==> src/rtl/clp_pkg.sv <==
`timescale 1ns / 1ps
// ----------------------------------------------------------------------------
// clp_pkg: shared types and constants of the command line preformatter
// Lexer modes, character codes and the result bundle that travels from the
// front part through the queue to the back part.
// ----------------------------------------------------------------------------
package clp_pkg;

   typedef enum logic [2:0] {
      MODE_SKIP    = 3'd0,
      MODE_NORMAL  = 3'd1,
      MODE_SPACE   = 3'd2,
      MODE_ESC     = 3'd3,
      MODE_CARET   = 3'd4,
      MODE_NAME    = 3'd5,
      MODE_COMMENT = 3'd6
   } lex_mode_type;

   localparam logic [7:0] CHAR_NUL       = 8'h00;
   localparam logic [7:0] CHAR_TAB       = 8'h09;
   localparam logic [7:0] CHAR_SPACE     = 8'h20;
   localparam logic [7:0] CHAR_QUOTE     = 8'h22;
   localparam logic [7:0] CHAR_HASH      = 8'h23;
   localparam logic [7:0] CHAR_DOLLAR    = 8'h24;
   localparam logic [7:0] CHAR_STAR      = 8'h2A;
   localparam logic [7:0] CHAR_SEMICOLON = 8'h3B;
   localparam logic [7:0] CHAR_QUESTION  = 8'h3F;
   localparam logic [7:0] CHAR_BACKSLASH = 8'h5C;
   localparam logic [7:0] CHAR_CARET     = 8'h5E;
   localparam logic [7:0] CHAR_UNDERLINE = 8'h5F;
   localparam logic [7:0] CHAR_BAR       = 8'h7C;
   localparam logic [7:0] MARKER         = 8'h80;
   localparam logic [7:0] CARET_MASK     = 8'h1F;

   // Up to three result bytes caused by one input item, lowest slot first.
   typedef struct packed {
      logic [1:0]      count;
      logic [2:0][7:0] data;
      logic [2:0]      ends;
   } bundle_type;

endpackage

==> src/rtl/command_line_preformatter.sv <==
`timescale 1ns / 1ps
// ----------------------------------------------------------------------------
// command_line_preformatter: command line to tokenizer byte stream
// Front lexer, bundle queue and result serialiser.
//
//   channel   direction  handshake             payload
//   req       in         req_valid/req_stall   req_in_byte
//   rsp       out        rsp_valid/rsp_stall   rsp_out_byte, rsp_last_of_run,
//                                              rsp_line_end
//
// The front accepts one byte per cycle while the queue has room; each byte
// yields zero to three results, sent one per cycle by the back part unless
// rsp stalls. A bundle is written to a queue slot and then loaded into the
// output register. Sustained rate is set by the single output register:
// one result per cycle unless rsp stalls. Reset (synchronous) empties the
// queue and returns the lexer to skipping leading blanks outside quotes.
// A stall on rsp fills the queue and then raises req_stall.
// ----------------------------------------------------------------------------
module command_line_preformatter #(
   parameter int QUEUE_DEPTH = 4
) (
   input  logic       clock,
   input  logic       reset,
   input  logic       req_valid,
   output logic       req_stall,
   input  logic [7:0] req_in_byte,
   output logic       rsp_valid,
   input  logic       rsp_stall,
   output logic [7:0] rsp_out_byte,
   output logic       rsp_last_of_run,
   output logic       rsp_line_end
);

   logic                push;
   clp_pkg::bundle_type push_data;
   logic                full;
   logic                pop;
   clp_pkg::bundle_type pop_data;
   logic                empty;

   clp_front u_front (
      .clock       (clock),
      .reset       (reset),
      .req_valid   (req_valid),
      .req_stall   (req_stall),
      .req_in_byte (req_in_byte),
      .queue_full  (full),
      .push        (push),
      .push_data   (push_data)
   );

   clp_queue #(
      .DEPTH (QUEUE_DEPTH)
   ) u_queue (
      .clock     (clock),
      .reset     (reset),
      .push      (push),
      .push_data (push_data),
      .full      (full),
      .pop       (pop),
      .pop_data  (pop_data),
      .empty     (empty)
   );

   clp_back u_back (
      .clock           (clock),
      .reset           (reset),
      .queue_empty     (empty),
      .queue_data      (pop_data),
      .pop             (pop),
      .rsp_valid       (rsp_valid),
      .rsp_stall       (rsp_stall),
      .rsp_out_byte    (rsp_out_byte),
      .rsp_last_of_run (rsp_last_of_run),
      .rsp_line_end    (rsp_line_end)
   );

endmodule

==> src/rtl/clp_front.sv <==
`timescale 1ns / 1ps
// ----------------------------------------------------------------------------
// clp_front: lexer front part
// Accepts one byte per cycle if the queue has room, tracks quote and lexer
// mode, and turns each byte into a queue bundle of up to three result bytes.
// ----------------------------------------------------------------------------
module clp_front (
   input  logic                clock,
   input  logic                reset,
   input  logic                req_valid,
   output logic                req_stall,
   input  logic [7:0]          req_in_byte,
   input  logic                queue_full,
   output logic                push,
   output clp_pkg::bundle_type push_data
);

   clp_pkg::lex_mode_type mode_ff, mode_in;
   logic                  quotes_ff, quotes_in;

   logic                  accept;
   logic [7:0]            b;
   logic                  blank;
   logic                  has_pre;
   logic [7:0]            pre_byte;
   logic                  use_normal;
   logic [1:0]            nrm_count;
   logic [1:0][7:0]       nrm_data;
   logic [1:0]            nrm_ends;
   clp_pkg::lex_mode_type nrm_mode;
   logic                  nrm_quotes;
   logic                  name_byte;

   assign accept    = req_valid & ~queue_full;
   assign req_stall = queue_full;
   assign b         = req_in_byte;
   assign blank     = (b == clp_pkg::CHAR_SPACE) || (b == clp_pkg::CHAR_TAB);
   assign name_byte = (b >= 8'h30 && b <= 8'h39) || (b >= 8'h61 && b <= 8'h7A) ||
                      (b >= 8'h41 && b <= 8'h5A) || (b == clp_pkg::CHAR_UNDERLINE);

   // Normal-mode handling of the current byte: at most two result bytes.
   always_comb begin
      nrm_count  = 2'd0;
      nrm_data   = '0;
      nrm_ends   = 2'b00;
      nrm_mode   = clp_pkg::MODE_NORMAL;
      nrm_quotes = quotes_ff;
      if (b == clp_pkg::CHAR_NUL) begin
         nrm_count  = 2'd2;
         nrm_ends   = 2'b10;
         nrm_mode   = clp_pkg::MODE_SKIP;
         nrm_quotes = 1'b0;
      end else if (quotes_ff && b != clp_pkg::CHAR_QUOTE && b != clp_pkg::CHAR_BACKSLASH) begin
         nrm_count   = 2'd1;
         nrm_data[0] = b | clp_pkg::MARKER;
      end else begin
         case (b)
            clp_pkg::CHAR_SPACE, clp_pkg::CHAR_TAB: begin
               nrm_mode = clp_pkg::MODE_SPACE;
            end
            clp_pkg::CHAR_STAR, clp_pkg::CHAR_QUESTION: begin
               nrm_count   = 2'd2;
               nrm_data[0] = clp_pkg::MARKER;
               nrm_data[1] = b;
            end
            clp_pkg::CHAR_HASH: begin
               nrm_count = 2'd1;
               nrm_mode  = clp_pkg::MODE_COMMENT;
            end
            clp_pkg::CHAR_SEMICOLON, clp_pkg::CHAR_BAR: begin
               nrm_count   = 2'd1;
               nrm_data[0] = b;
               nrm_mode    = clp_pkg::MODE_SKIP;
            end
            clp_pkg::CHAR_BACKSLASH: begin
               nrm_mode = clp_pkg::MODE_ESC;
            end
            clp_pkg::CHAR_QUOTE: begin
               nrm_quotes = ~quotes_ff;
            end
            clp_pkg::CHAR_CARET: begin
               nrm_mode = clp_pkg::MODE_CARET;
            end
            clp_pkg::CHAR_DOLLAR: begin
               nrm_count   = 2'd2;
               nrm_data[0] = clp_pkg::MARKER;
               nrm_data[1] = b;
               nrm_mode    = clp_pkg::MODE_NAME;
            end
            default: begin
               nrm_count   = 2'd1;
               nrm_data[0] = b;
            end
         endcase
      end
   end

   // Per-mode prefix byte and next state; the remainder goes through normal handling.
   always_comb begin
      has_pre    = 1'b0;
      pre_byte   = '0;
      use_normal = 1'b0;
      mode_in    = mode_ff;
      quotes_in  = quotes_ff;
      case (mode_ff)
         clp_pkg::MODE_SKIP: begin
            use_normal = ~blank;
         end
         clp_pkg::MODE_SPACE: begin
            use_normal = ~blank;
            has_pre    = ~blank && b != clp_pkg::CHAR_NUL && b != clp_pkg::CHAR_SEMICOLON &&
                         b != clp_pkg::CHAR_BAR;
            pre_byte   = clp_pkg::CHAR_SPACE;
         end
         clp_pkg::MODE_ESC: begin
            has_pre    = 1'b1;
            pre_byte   = b | clp_pkg::MARKER;
            use_normal = (b == clp_pkg::CHAR_NUL);
            mode_in    = clp_pkg::MODE_NORMAL;
         end
         clp_pkg::MODE_CARET: begin
            has_pre    = 1'b1;
            pre_byte   = b & clp_pkg::CARET_MASK;
            use_normal = (b == clp_pkg::CHAR_NUL);
            mode_in    = clp_pkg::MODE_NORMAL;
         end
         clp_pkg::MODE_NAME: begin
            if (name_byte) begin
               has_pre  = 1'b1;
               pre_byte = b;
            end else begin
               has_pre    = 1'b1;
               pre_byte   = clp_pkg::MARKER;
               use_normal = 1'b1;
            end
         end
         clp_pkg::MODE_COMMENT: begin
            use_normal = (b == clp_pkg::CHAR_NUL);
         end
         default: begin
            use_normal = 1'b1;
         end
      endcase
      if (use_normal) begin
         mode_in   = nrm_mode;
         quotes_in = nrm_quotes;
      end
   end

   // Assemble the bundle: prefix byte first, then the normal-mode bytes.
   always_comb begin
      logic [1:0]      n_cnt;
      logic [1:0][7:0] n_dat;
      logic [1:0]      n_end;
      n_cnt = use_normal ? nrm_count : 2'd0;
      n_dat = nrm_data;
      n_end = use_normal ? nrm_ends : 2'b00;
      push_data = '0;
      if (has_pre) begin
         push_data.count   = 2'(n_cnt + 2'd1);
         push_data.data[0] = pre_byte;
         push_data.data[1] = n_dat[0];
         push_data.data[2] = n_dat[1];
         push_data.ends    = {n_end, 1'b0};
      end else begin
         push_data.count   = n_cnt;
         push_data.data[0] = n_dat[0];
         push_data.data[1] = n_dat[1];
         push_data.ends    = {1'b0, n_end};
      end
      push = accept && (push_data.count != 2'd0);
   end

   always_ff @(posedge clock) begin
      if (reset) begin
         mode_ff   <= clp_pkg::MODE_SKIP;
         quotes_ff <= 1'b0;
      end else if (accept) begin
         mode_ff   <= mode_in;
         quotes_ff <= quotes_in;
      end
   end

endmodule

==> src/rtl/clp_queue.sv <==
`timescale 1ns / 1ps
// ----------------------------------------------------------------------------
// clp_queue: bundle queue between front and back
// Small register FIFO of result bundles with occupancy count.
// ----------------------------------------------------------------------------
module clp_queue #(
   parameter int DEPTH = 4
) (
   input  logic                clock,
   input  logic                reset,
   input  logic                push,
   input  clp_pkg::bundle_type push_data,
   output logic                full,
   input  logic                pop,
   output clp_pkg::bundle_type pop_data,
   output logic                empty
);

   localparam int PTR_W = (DEPTH > 1) ? $clog2(DEPTH) : 1;
   localparam int CNT_W = $clog2(DEPTH + 1);
   localparam logic [PTR_W-1:0] LAST_PTR = PTR_W'(DEPTH - 1);

   clp_pkg::bundle_type slot_ff [DEPTH];
   logic [PTR_W-1:0]    wr_ptr_ff, wr_ptr_in;
   logic [PTR_W-1:0]    rd_ptr_ff, rd_ptr_in;
   logic [CNT_W-1:0]    count_ff, count_in;

   assign full     = (count_ff == CNT_W'(DEPTH));
   assign empty    = (count_ff == '0);
   assign pop_data = slot_ff[rd_ptr_ff];

   always_comb begin
      wr_ptr_in = wr_ptr_ff;
      rd_ptr_in = rd_ptr_ff;
      count_in  = count_ff;
      if (push) begin
         wr_ptr_in = (wr_ptr_ff == LAST_PTR) ? '0 : PTR_W'(wr_ptr_ff + 1'b1);
      end
      if (pop) begin
         rd_ptr_in = (rd_ptr_ff == LAST_PTR) ? '0 : PTR_W'(rd_ptr_ff + 1'b1);
      end
      if (push && !pop) begin
         count_in = CNT_W'(count_ff + 1'b1);
      end else if (pop && !push) begin
         count_in = CNT_W'(count_ff - 1'b1);
      end
   end

   always_ff @(posedge clock) begin
      if (reset) begin
         wr_ptr_ff <= '0;
         rd_ptr_ff <= '0;
         count_ff  <= '0;
      end else begin
         wr_ptr_ff <= wr_ptr_in;
         rd_ptr_ff <= rd_ptr_in;
         count_ff  <= count_in;
      end
   end

   always_ff @(posedge clock) begin
      if (push) begin
         slot_ff[wr_ptr_ff] <= push_data;
      end
   end

endmodule

==> src/rtl/clp_back.sv <==
`timescale 1ns / 1ps
// ----------------------------------------------------------------------------
// clp_back: result serialiser
// Holds one bundle in an output register and presents its bytes one per
// cycle while rsp is not stalled, marking the last byte of each bundle.
// ----------------------------------------------------------------------------
module clp_back (
   input  logic                clock,
   input  logic                reset,
   input  logic                queue_empty,
   input  clp_pkg::bundle_type queue_data,
   output logic                pop,
   output logic                rsp_valid,
   input  logic                rsp_stall,
   output logic [7:0]          rsp_out_byte,
   output logic                rsp_last_of_run,
   output logic                rsp_line_end
);

   logic                have_ff, have_in;
   clp_pkg::bundle_type bundle_ff, bundle_in;
   logic [1:0]          pos_ff, pos_in;
   logic                taken;
   logic                last;

   assign rsp_valid       = have_ff;
   assign taken           = have_ff & ~rsp_stall;
   assign last            = (pos_ff == 2'(bundle_ff.count - 2'd1));
   assign rsp_out_byte    = bundle_ff.data[pos_ff];
   assign rsp_line_end    = bundle_ff.ends[pos_ff];
   assign rsp_last_of_run = last;

   always_comb begin
      pop       = (!have_ff || (taken && last)) && !queue_empty;
      have_in   = have_ff;
      bundle_in = bundle_ff;
      pos_in    = pos_ff;
      if (pop) begin
         have_in   = 1'b1;
         bundle_in = queue_data;
         pos_in    = 2'd0;
      end else if (taken) begin
         if (last) begin
            have_in = 1'b0;
         end else begin
            pos_in = 2'(pos_ff + 2'd1);
         end
      end
   end

   always_ff @(posedge clock) begin
      if (reset) begin
         have_ff <= 1'b0;
         pos_ff  <= 2'd0;
      end else begin
         have_ff <= have_in;
         pos_ff  <= pos_in;
      end
   end

   always_ff @(posedge clock) begin
      bundle_ff <= bundle_in;
   end

endmodule

==> config.mk <==
export PLATFORM = sky130hd
export DESIGN_NAME = command_line_preformatter
export DESIGN_NICKNAME = d
export VERILOG_FILES = /design/src/rtl/clp_pkg.sv /design/src/rtl/command_line_preformatter.sv /design/src/rtl/clp_front.sv /design/src/rtl/clp_queue.sv /design/src/rtl/clp_back.sv
export SDC_FILE = /design/constraint.sdc
export NUM_CORES = 1
export LEC_CHECK = 0
export BUFFER_PORTS_ARGS = -buffer_cell sky130_fd_sc_hd__buf_4
export CORE_ASPECT_RATIO = 1.5
export CORE_MARGIN = 2
export CORE_UTILIZATION = 61
export CTS_CLUSTER_DIAMETER = 50
export DETAILED_ROUTE_END_ITERATION = 7
export PLACE_DENSITY = 0.8
export SYNTH_ARGS = -nofsm -noshare
export SYNTH_HDL_FRONTEND = slang
export SYNTH_SLANG_ARGS = --single-unit
==> constraint.sdc <==
create_clock -name clock -period 3.73 [get_ports clock]
set_clock_uncertainty 0.15 [all_clocks]
set_input_delay 0.1865 -clock clock [delete_from_list [all_inputs] [get_ports clock]]
set_output_delay 0.1865 -clock clock [all_outputs]
set_load 0.05 [all_outputs]
# Word level (Yosys, flattened, before mapping)

Memory sizes are Yosys's and may differ from the RTL's. A register that Yosys moved wholly into a read port is not among the register bits.
Cells that the tools add are included.

Bits in registers: 14
Bits in writable memories: 116
Input port bits: 12
Output and inout port bits: 12
Word-level logic and storage cells: 141
Memories: 1

Memories:

| memory          | words | width | read ports | clocked after Yosys merged registers in | write ports | line            | RTL |
|---|---|---|---|---|---|---|---|
| u_queue.slot_ff | 4     | 29    | 1          | 1                                       | 1           | clp_queue.sv:23 | `clp_pkg::bundle_type slot_ff [DEPTH];` |

$add $sub $neg: 7
Order comparisons: 7
Eq/ne operators: 26
Mux-type cells: 40
Bitwise logic cells: 7
Reduce and logical (&&, ||, !) cells: 46

Operators by type and width:

| operator                                                                | count |
|---|---|
| 8-bit by 6-bit == test with 1-bit output, second input constant         | 7 |
| 8-bit two-way mux                                                       | 6 |
| 8-bit by 7-bit == test with 1-bit output, second input constant         | 4 |
| 8-bit case mux with 4 select lines                                      | 1 |
| 19-bit two-way mux                                                      | 1 |
| 3-bit two-way mux                                                       | 6 |
| 3-bit case mux with 6 select lines                                      | 1 |
| 8-bit binary-select mux with 2-bit select                               | 1 |
| 8-bit by 7-bit >= comparator with 1-bit output, second input constant   | 2 |
| 8-bit by 7-bit <= comparator with 1-bit output, second input constant   | 2 |
| 16-bit two-way mux                                                      | 1 |
| 2-bit two-way mux                                                       | 8 |
| 8-bit by 6-bit inequality test with 1-bit output, second input constant | 2 |
| 8-bit by 7-bit inequality test with 1-bit output, second input constant | 2 |
| 8-bit case mux with 2 select lines                                      | 1 |
| 1-bit logical AND                                                       | 13 |
| 3-bit == test, second input constant                                    | 4 |
| 2-bit nonzero test                                                      | 6 |
| 1-bit two-way mux                                                       | 10 |
| 2-bit OR reduction                                                      | 5 |
| 3-bit OR reduction                                                      | 3 |
| 2-bit by 1-bit adder with 2-bit output, second input constant           | 4 |
| 8-bit by 4-bit == test with 1-bit output, second input constant         | 1 |
| 8-bit by 6-bit >= comparator with 1-bit output, second input constant   | 1 |
| 24 further kinds                                                        | 41 |

# Depth between registers and ports, before layout

Word-level depth: 16
Mapped depth: 14
Depth with buffers taken out: 12

# Hierarchy

Synthesis repeated with hierarchy kept, for this count alone.

Cell total of the unflattened synthesis: 437
Area total of the unflattened synthesis: 7028.0 um2

Modules (own cells, without submodules):

| module    | instances | cells each | area an instance (um2) |
|---|---|---|---|
| clp_queue | 1         | 195        | 4633.2 |
| clp_back  | 1         | 85         | 1298.7 |
| clp_front | 1         | 157        | 1096.1 |

# Least setup slack after synthesis

OpenSTA, ideal clock, no wires.

Kind: reg-to-reg
Start: register u_queue.count_ff[0]
End: register u_queue.count_ff[2]
Library setup time: 0.071 ns
Data arrival time: 3.330 ns
Data required time: 3.509 ns
Setup slack: 0.180 ns
Cell stages (with the launch flop): 12
Buffers on the path: 0
Period minus slack after synthesis: 3.550 ns
Cells stage by stage: dfxtp_1 > nor3b_1 > nor2b_1 > o311a_1 > a31oi_4 > inv_2 > ha_1 > inv_1 > fa_1 > xor2_1 > or3_1 > a21oi_1

Word-level cells in the longest chain between the ends: 7
Elaborated cells between the ends (all ways): 16

Ends and longest elaborated chain:

| element                             | line                            | RTL |
|---|---|---|
| start: declaration                  | clp_queue.sv:26                 | `logic [CNT_W-1:0] count_ff, count_in;` |
| start signal: assignment            | clp_queue.sv:57                 | `count_ff <= count_in;` |
| 3-bit == test (*)                   | clp_queue.sv:28                 | `assign full = (count_ff == CNT_W'(DEPTH));` |
| named net req_stall                 | command_line_preformatter.sv:25 | `output logic req_stall,` |
| 1-bit inverter (*)                  | clp_front.sv:34                 | `assign accept = req_valid & ~queue_full;` |
| 1-bit AND (*)                       | clp_front.sv:34                 |  |
| 1-bit logical AND (*)               | clp_front.sv:171                | `push = accept && (push_data.count != 2'd0);` |
| named net push                      | command_line_preformatter.sv:34 | `logic push;` |
| 1-bit zero test                     | clp_queue.sv:44                 | `end else if (pop && !push) begin` |
| 1-bit logical AND                   | clp_queue.sv:44                 |  |
| 2-bit nonzero test (no source line) | n/a                             |  |

The timed path passes the listed nets; every way through them passes the cells marked *. The select of a mux whose other input is x is not followed.
A chain may end at the register's enable or synchronous reset.

# Worst setup path in the final report

Start: register u_front.mode_ff[1]
End: register u_queue.count_ff[2]

Word-level cells in the longest chain between the ends: 11
Elaborated cells between the ends (all ways): 21

Ends and longest elaborated chain:

| element                                                                          | line                            | RTL |
|---|---|---|
| start: declaration                                                               | clp_front.sv:18                 | `clp_pkg::lex_mode_type mode_ff, mode_in;` |
| start signal: assignment                                                         | clp_front.sv:176                | `mode_ff <= clp_pkg::MODE_SKIP;` |
| start signal: assignment                                                         | clp_front.sv:179                | `mode_ff <= mode_in;` |
| 3-bit by 2-bit == test with 1-bit output, or another cell as far along           | clp_front.sv:105                | `case (mode_ff)` |
| 3-bit OR reduction (no source line) / 2-bit OR reduction (equally long branches) | n/a                             |  |
| 1-bit case mux with 3 select lines                                               | clp_front.sv:105                |  |
| 2-bit two-way mux                                                                | clp_front.sv:155                | `n_cnt = use_normal ? nrm_count : 2'd0;` |
| 2-bit by 1-bit adder with 2-bit output                                           | clp_front.sv:160                | `push_data.count = 2'(n_cnt + 2'd1);` |
| 2-bit two-way mux (*)                                                            | clp_front.sv:159                | `if (has_pre) begin` |
| 2-bit nonzero test (*)                                                           | clp_front.sv:171                |  |
| 1-bit logical AND (*)                                                            | clp_front.sv:171                |  |
| named net push                                                                   | command_line_preformatter.sv:34 |  |
| 1-bit zero test                                                                  | clp_queue.sv:44                 |  |
| 1-bit logical AND                                                                | clp_queue.sv:44                 |  |
| 2-bit nonzero test (no source line)                                              | n/a                             |  |

The timed path passes the listed nets; every way through them passes the cells marked *.

==> results.cfg <==
[clocking]
cts.sinks = 154
cts_max_level = 4
path_clk_slew_ps = 60
clockBufferDepth = 2
clk_latency_ps = 420
cts_root_buffer = clkbuf_16
numCtsBuffers = 17
cts_setup_buffers = 0
cts_tree = done

[floorplanning]
die_h_um = 132
core_area_mm2 = 0.0106
floorplan.initialDensity = 0.628
ios = 24
die_x_um = 89.3
die_area_mm2 = 0.0118
fp-row-count = 46

[routing]
viasPerCell = 6.13
first_pass_iters = 5
drtIter0Drc = 313
vias = 3773
drc = 0
routed_wl_um = 13900
wl_per_cell_um = 22.5
detail-route-antenna-nets = 0

[synth]
synth.distinct_cells = 61
synth_edf_count = 140
syn_avg_cell_area_um2 = 15.9
synthFlopType = edfxtp_1
netlist.area_leader.share = 0.632
synth_area_leaders = edfxtp_1 (63%), mux4_2 (9.5%), dfxtp_1 (4.2%), mux2i_1 (1.8%), nor3b_1 (1.6%)
synth-seq-cells = 154
synthArstFlopShare = 0
yosysSeqAreaShare = 0.674
yosysWarningCount = 0
synth.largest_area_cell = edfxtp_1
syn_inst = 418
synth_area_mm2 = 0.00666

[setup_path]
start_kind = flip-flop
crit_slowest_cell = fa_1
crit_fanout = 8
r2r_end = u_queue.count_ff[2]
cp_data_arrival_time_ps = 3410
critPathCaptureType = flip-flop
required_ps = 3920
crit_chain = nor2b_1 > mux2i_1 > o21a_1 > and2_1 > a31oi_4 > inv_2 > ha_1 > inv_1 > fa_1 > xor2_1 > or3_1 > a21oi_1
reg2reg_depth = 12
reg2reg_from = u_front.mode_ff[1]
slowest_delay_ps = 370
r2r_setup_slack_ps = 510
path_class = flip-flop to flip-flop

[power_and_ir_drop]
leakage_nw = 2.58
ir_drop_v = 0.000413
cellPowerDensity_mw_per_mm2 = 725
power_mw = 5.55

[finish]
syn_to_final_growth_pct = 15.1
post-route-util = 0.723
fillers = 687
n_antenna_cell = 0
nets = 477
drive_gt1_frac = 0.229

[sta]
tightest_slew_ps = 1080
period_minus_slack_ps = 3220
finalSetupTns_ps = 0
setup_viol = 0
hold_viol = 0
post-route-period-util = 0.863
max_freq_mhz = 311
rsz0062_at_grt = false
max_slew_margin = 0.278
slew_violations = 0

[run]
cap_violations = 0

[grt]
grt_use_total = 0.255
grt_pass1_vias = 3980
antenna_found_initial = 0
grt-ovfl-total = 0
grt_pass1_wl_um = 21500
grt_max_degree = 32

[hold_path]
hp-class = input pin to flip-flop
min_to = u_front.mode_ff[1]
worstHoldPathCells = 4
min_from = req_valid

[placement]
place.gp.congestion = 0.810
dp_hpwl_um = 8250
port_buffers = 23

[run_status]
status = complete, no violations
-- cells in the mapped netlist, drive strengths merged, types with 3 or more instances --
cell type / n
nand2b: 10
nand4: 4
xor2: 3
a21oi: 15
nand2: 22
mux4: 28
o21ai: 21
nand3b: 3
or3: 5
and3: 6
nor2b: 5
dfxtp: 14
xnor2: 3
o211ai: 4
edfxtp: 140
nor3b: 14
a21o: 3
nor3: 6
ha: 6
mux2i: 12
nand3: 4
a31oi: 4
buf: 9
inv: 9
nor2: 15
clkbuf: 14
and2: 7
-- logic make-up (layout without fill, tap and decap cells) --
group | after synthesis | after routing | synth area share
simple gates | 110 | 110 | 0.0978
mux | 42 | 42 | 0.116
buf+inv | 32 | 78 | 0.0218
other cells | 1 | 8 | 0.000563
flops | 154 | 154 | 0.674
xor+xnor | 6 | 6 | 0.00790
fa+ha+maj | 7 | 7 | 0.0143
compound gates | 66 | 66 | 0.0677
-- how the worst max path moves through the flow --
stage | from | end | slack [ps] | cells after the start
2_1_floorplan | u_queue.count_ff[0] | u_queue.count_ff[2] | 180 | 11
3_3_place_gp | req_in_byte[0] | u_queue.count_ff[2] | 440 | 13
3_5_place_dp | req_in_byte[0] | u_queue.count_ff[2] | 310 | 13
4_1_cts | u_front.mode_ff[1] | u_queue.count_ff[2] | 500 | 12
5_1_grt | u_front.mode_ff[2] | u_queue.count_ff[2] | 250 | 12
6_report | u_front.mode_ff[1] | u_queue.count_ff[2] | 510 | 12
-- worst max-delay path: cells and delay by family (launching register included) --
| family | cells | cell delay (ps) |
|---|---|---|
| flops | 1 | 330 |
| xor+xnor | 1 | 170 |
| mux | 1 | 350 |
| compound gates | 3 | 560 |
| simple gates | 3 | 850 |
| buf+inv | 2 | 170 |
| fa+ha+maj | 2 | 550 |
-- routing by layer --
metal  global-route usage  wire length [um]  up-vias
met5                    0                 0        -
met4                0.101               299        0
met3               0.0495               523       26
met2                0.437              7760      119
met1                0.313              5270     1905
li1                     -                 -     1723
-- registers in the layout, summed over array words and instances, names as in the netlist --
| signal | count |
|---|---|
| u_queue.slot_ff | 112 |
| u_queue.rd_ptr_ff | 2 |
| u_back.rsp_valid | 1 |
| u_back.pos_ff | 2 |
| u_front.quotes_ff | 1 |
| u_queue.wr_ptr_ff | 2 |
| u_queue.count_ff | 3 |
| u_back.bundle_ff | 28 |
| u_front.mode_ff | 3 |
-- final cells by class --
| type | count | area [um2] | share of cell area |
|---|---|---|---|
| clock inverter | 13 | 193 | 0.0252 |
| timing repair buffer | 37 | 283 | 0.0369 |
| inverter | 9 | 33.8 | 0.00441 |
| sequential | 154 | 4490 | 0.586 |
| tap | 144 | 180 | 0.0235 |
| multi-input combinational | 239 | 2050 | 0.268 |
| clock buffer | 19 | 433 | 0.0565 |
-- placed cells by master, fill, tap and decap left out, drive strengths merged, types with 14 or more instances in the layout --
master and count:
dfxtp 14, buf 35, o21ai 21, nand2 22
a21oi 15, clkbuf 19, nor3b 14, edfxtp 140
mux4 28, nor2 15
-- stage by stage --
step	hold WS [ps]	area, um2	setup slack, ps	instances
floorplan	103	6680	180	425
global placement	325	7020	439	581
detailed placement	339	7020	309	581
CTS	83.0	7660	501	615
global route	120	7660	249	615
finish	86.8	7660	510	615
-- report_power, final --
part	total, mW	internal, mW	switching (mW)
clock network	1.79	1.13	0.668
registers	2.54	2.30	0.246
logic	1.22	0.521	0.696
-- timing repair --
item	4_1_cts	5_1_grt
resized for setup	0	0
hold endpoints to repair	12	0
hold buffers	2	0
No activity file was read; power rests on OpenSTA's default activity.
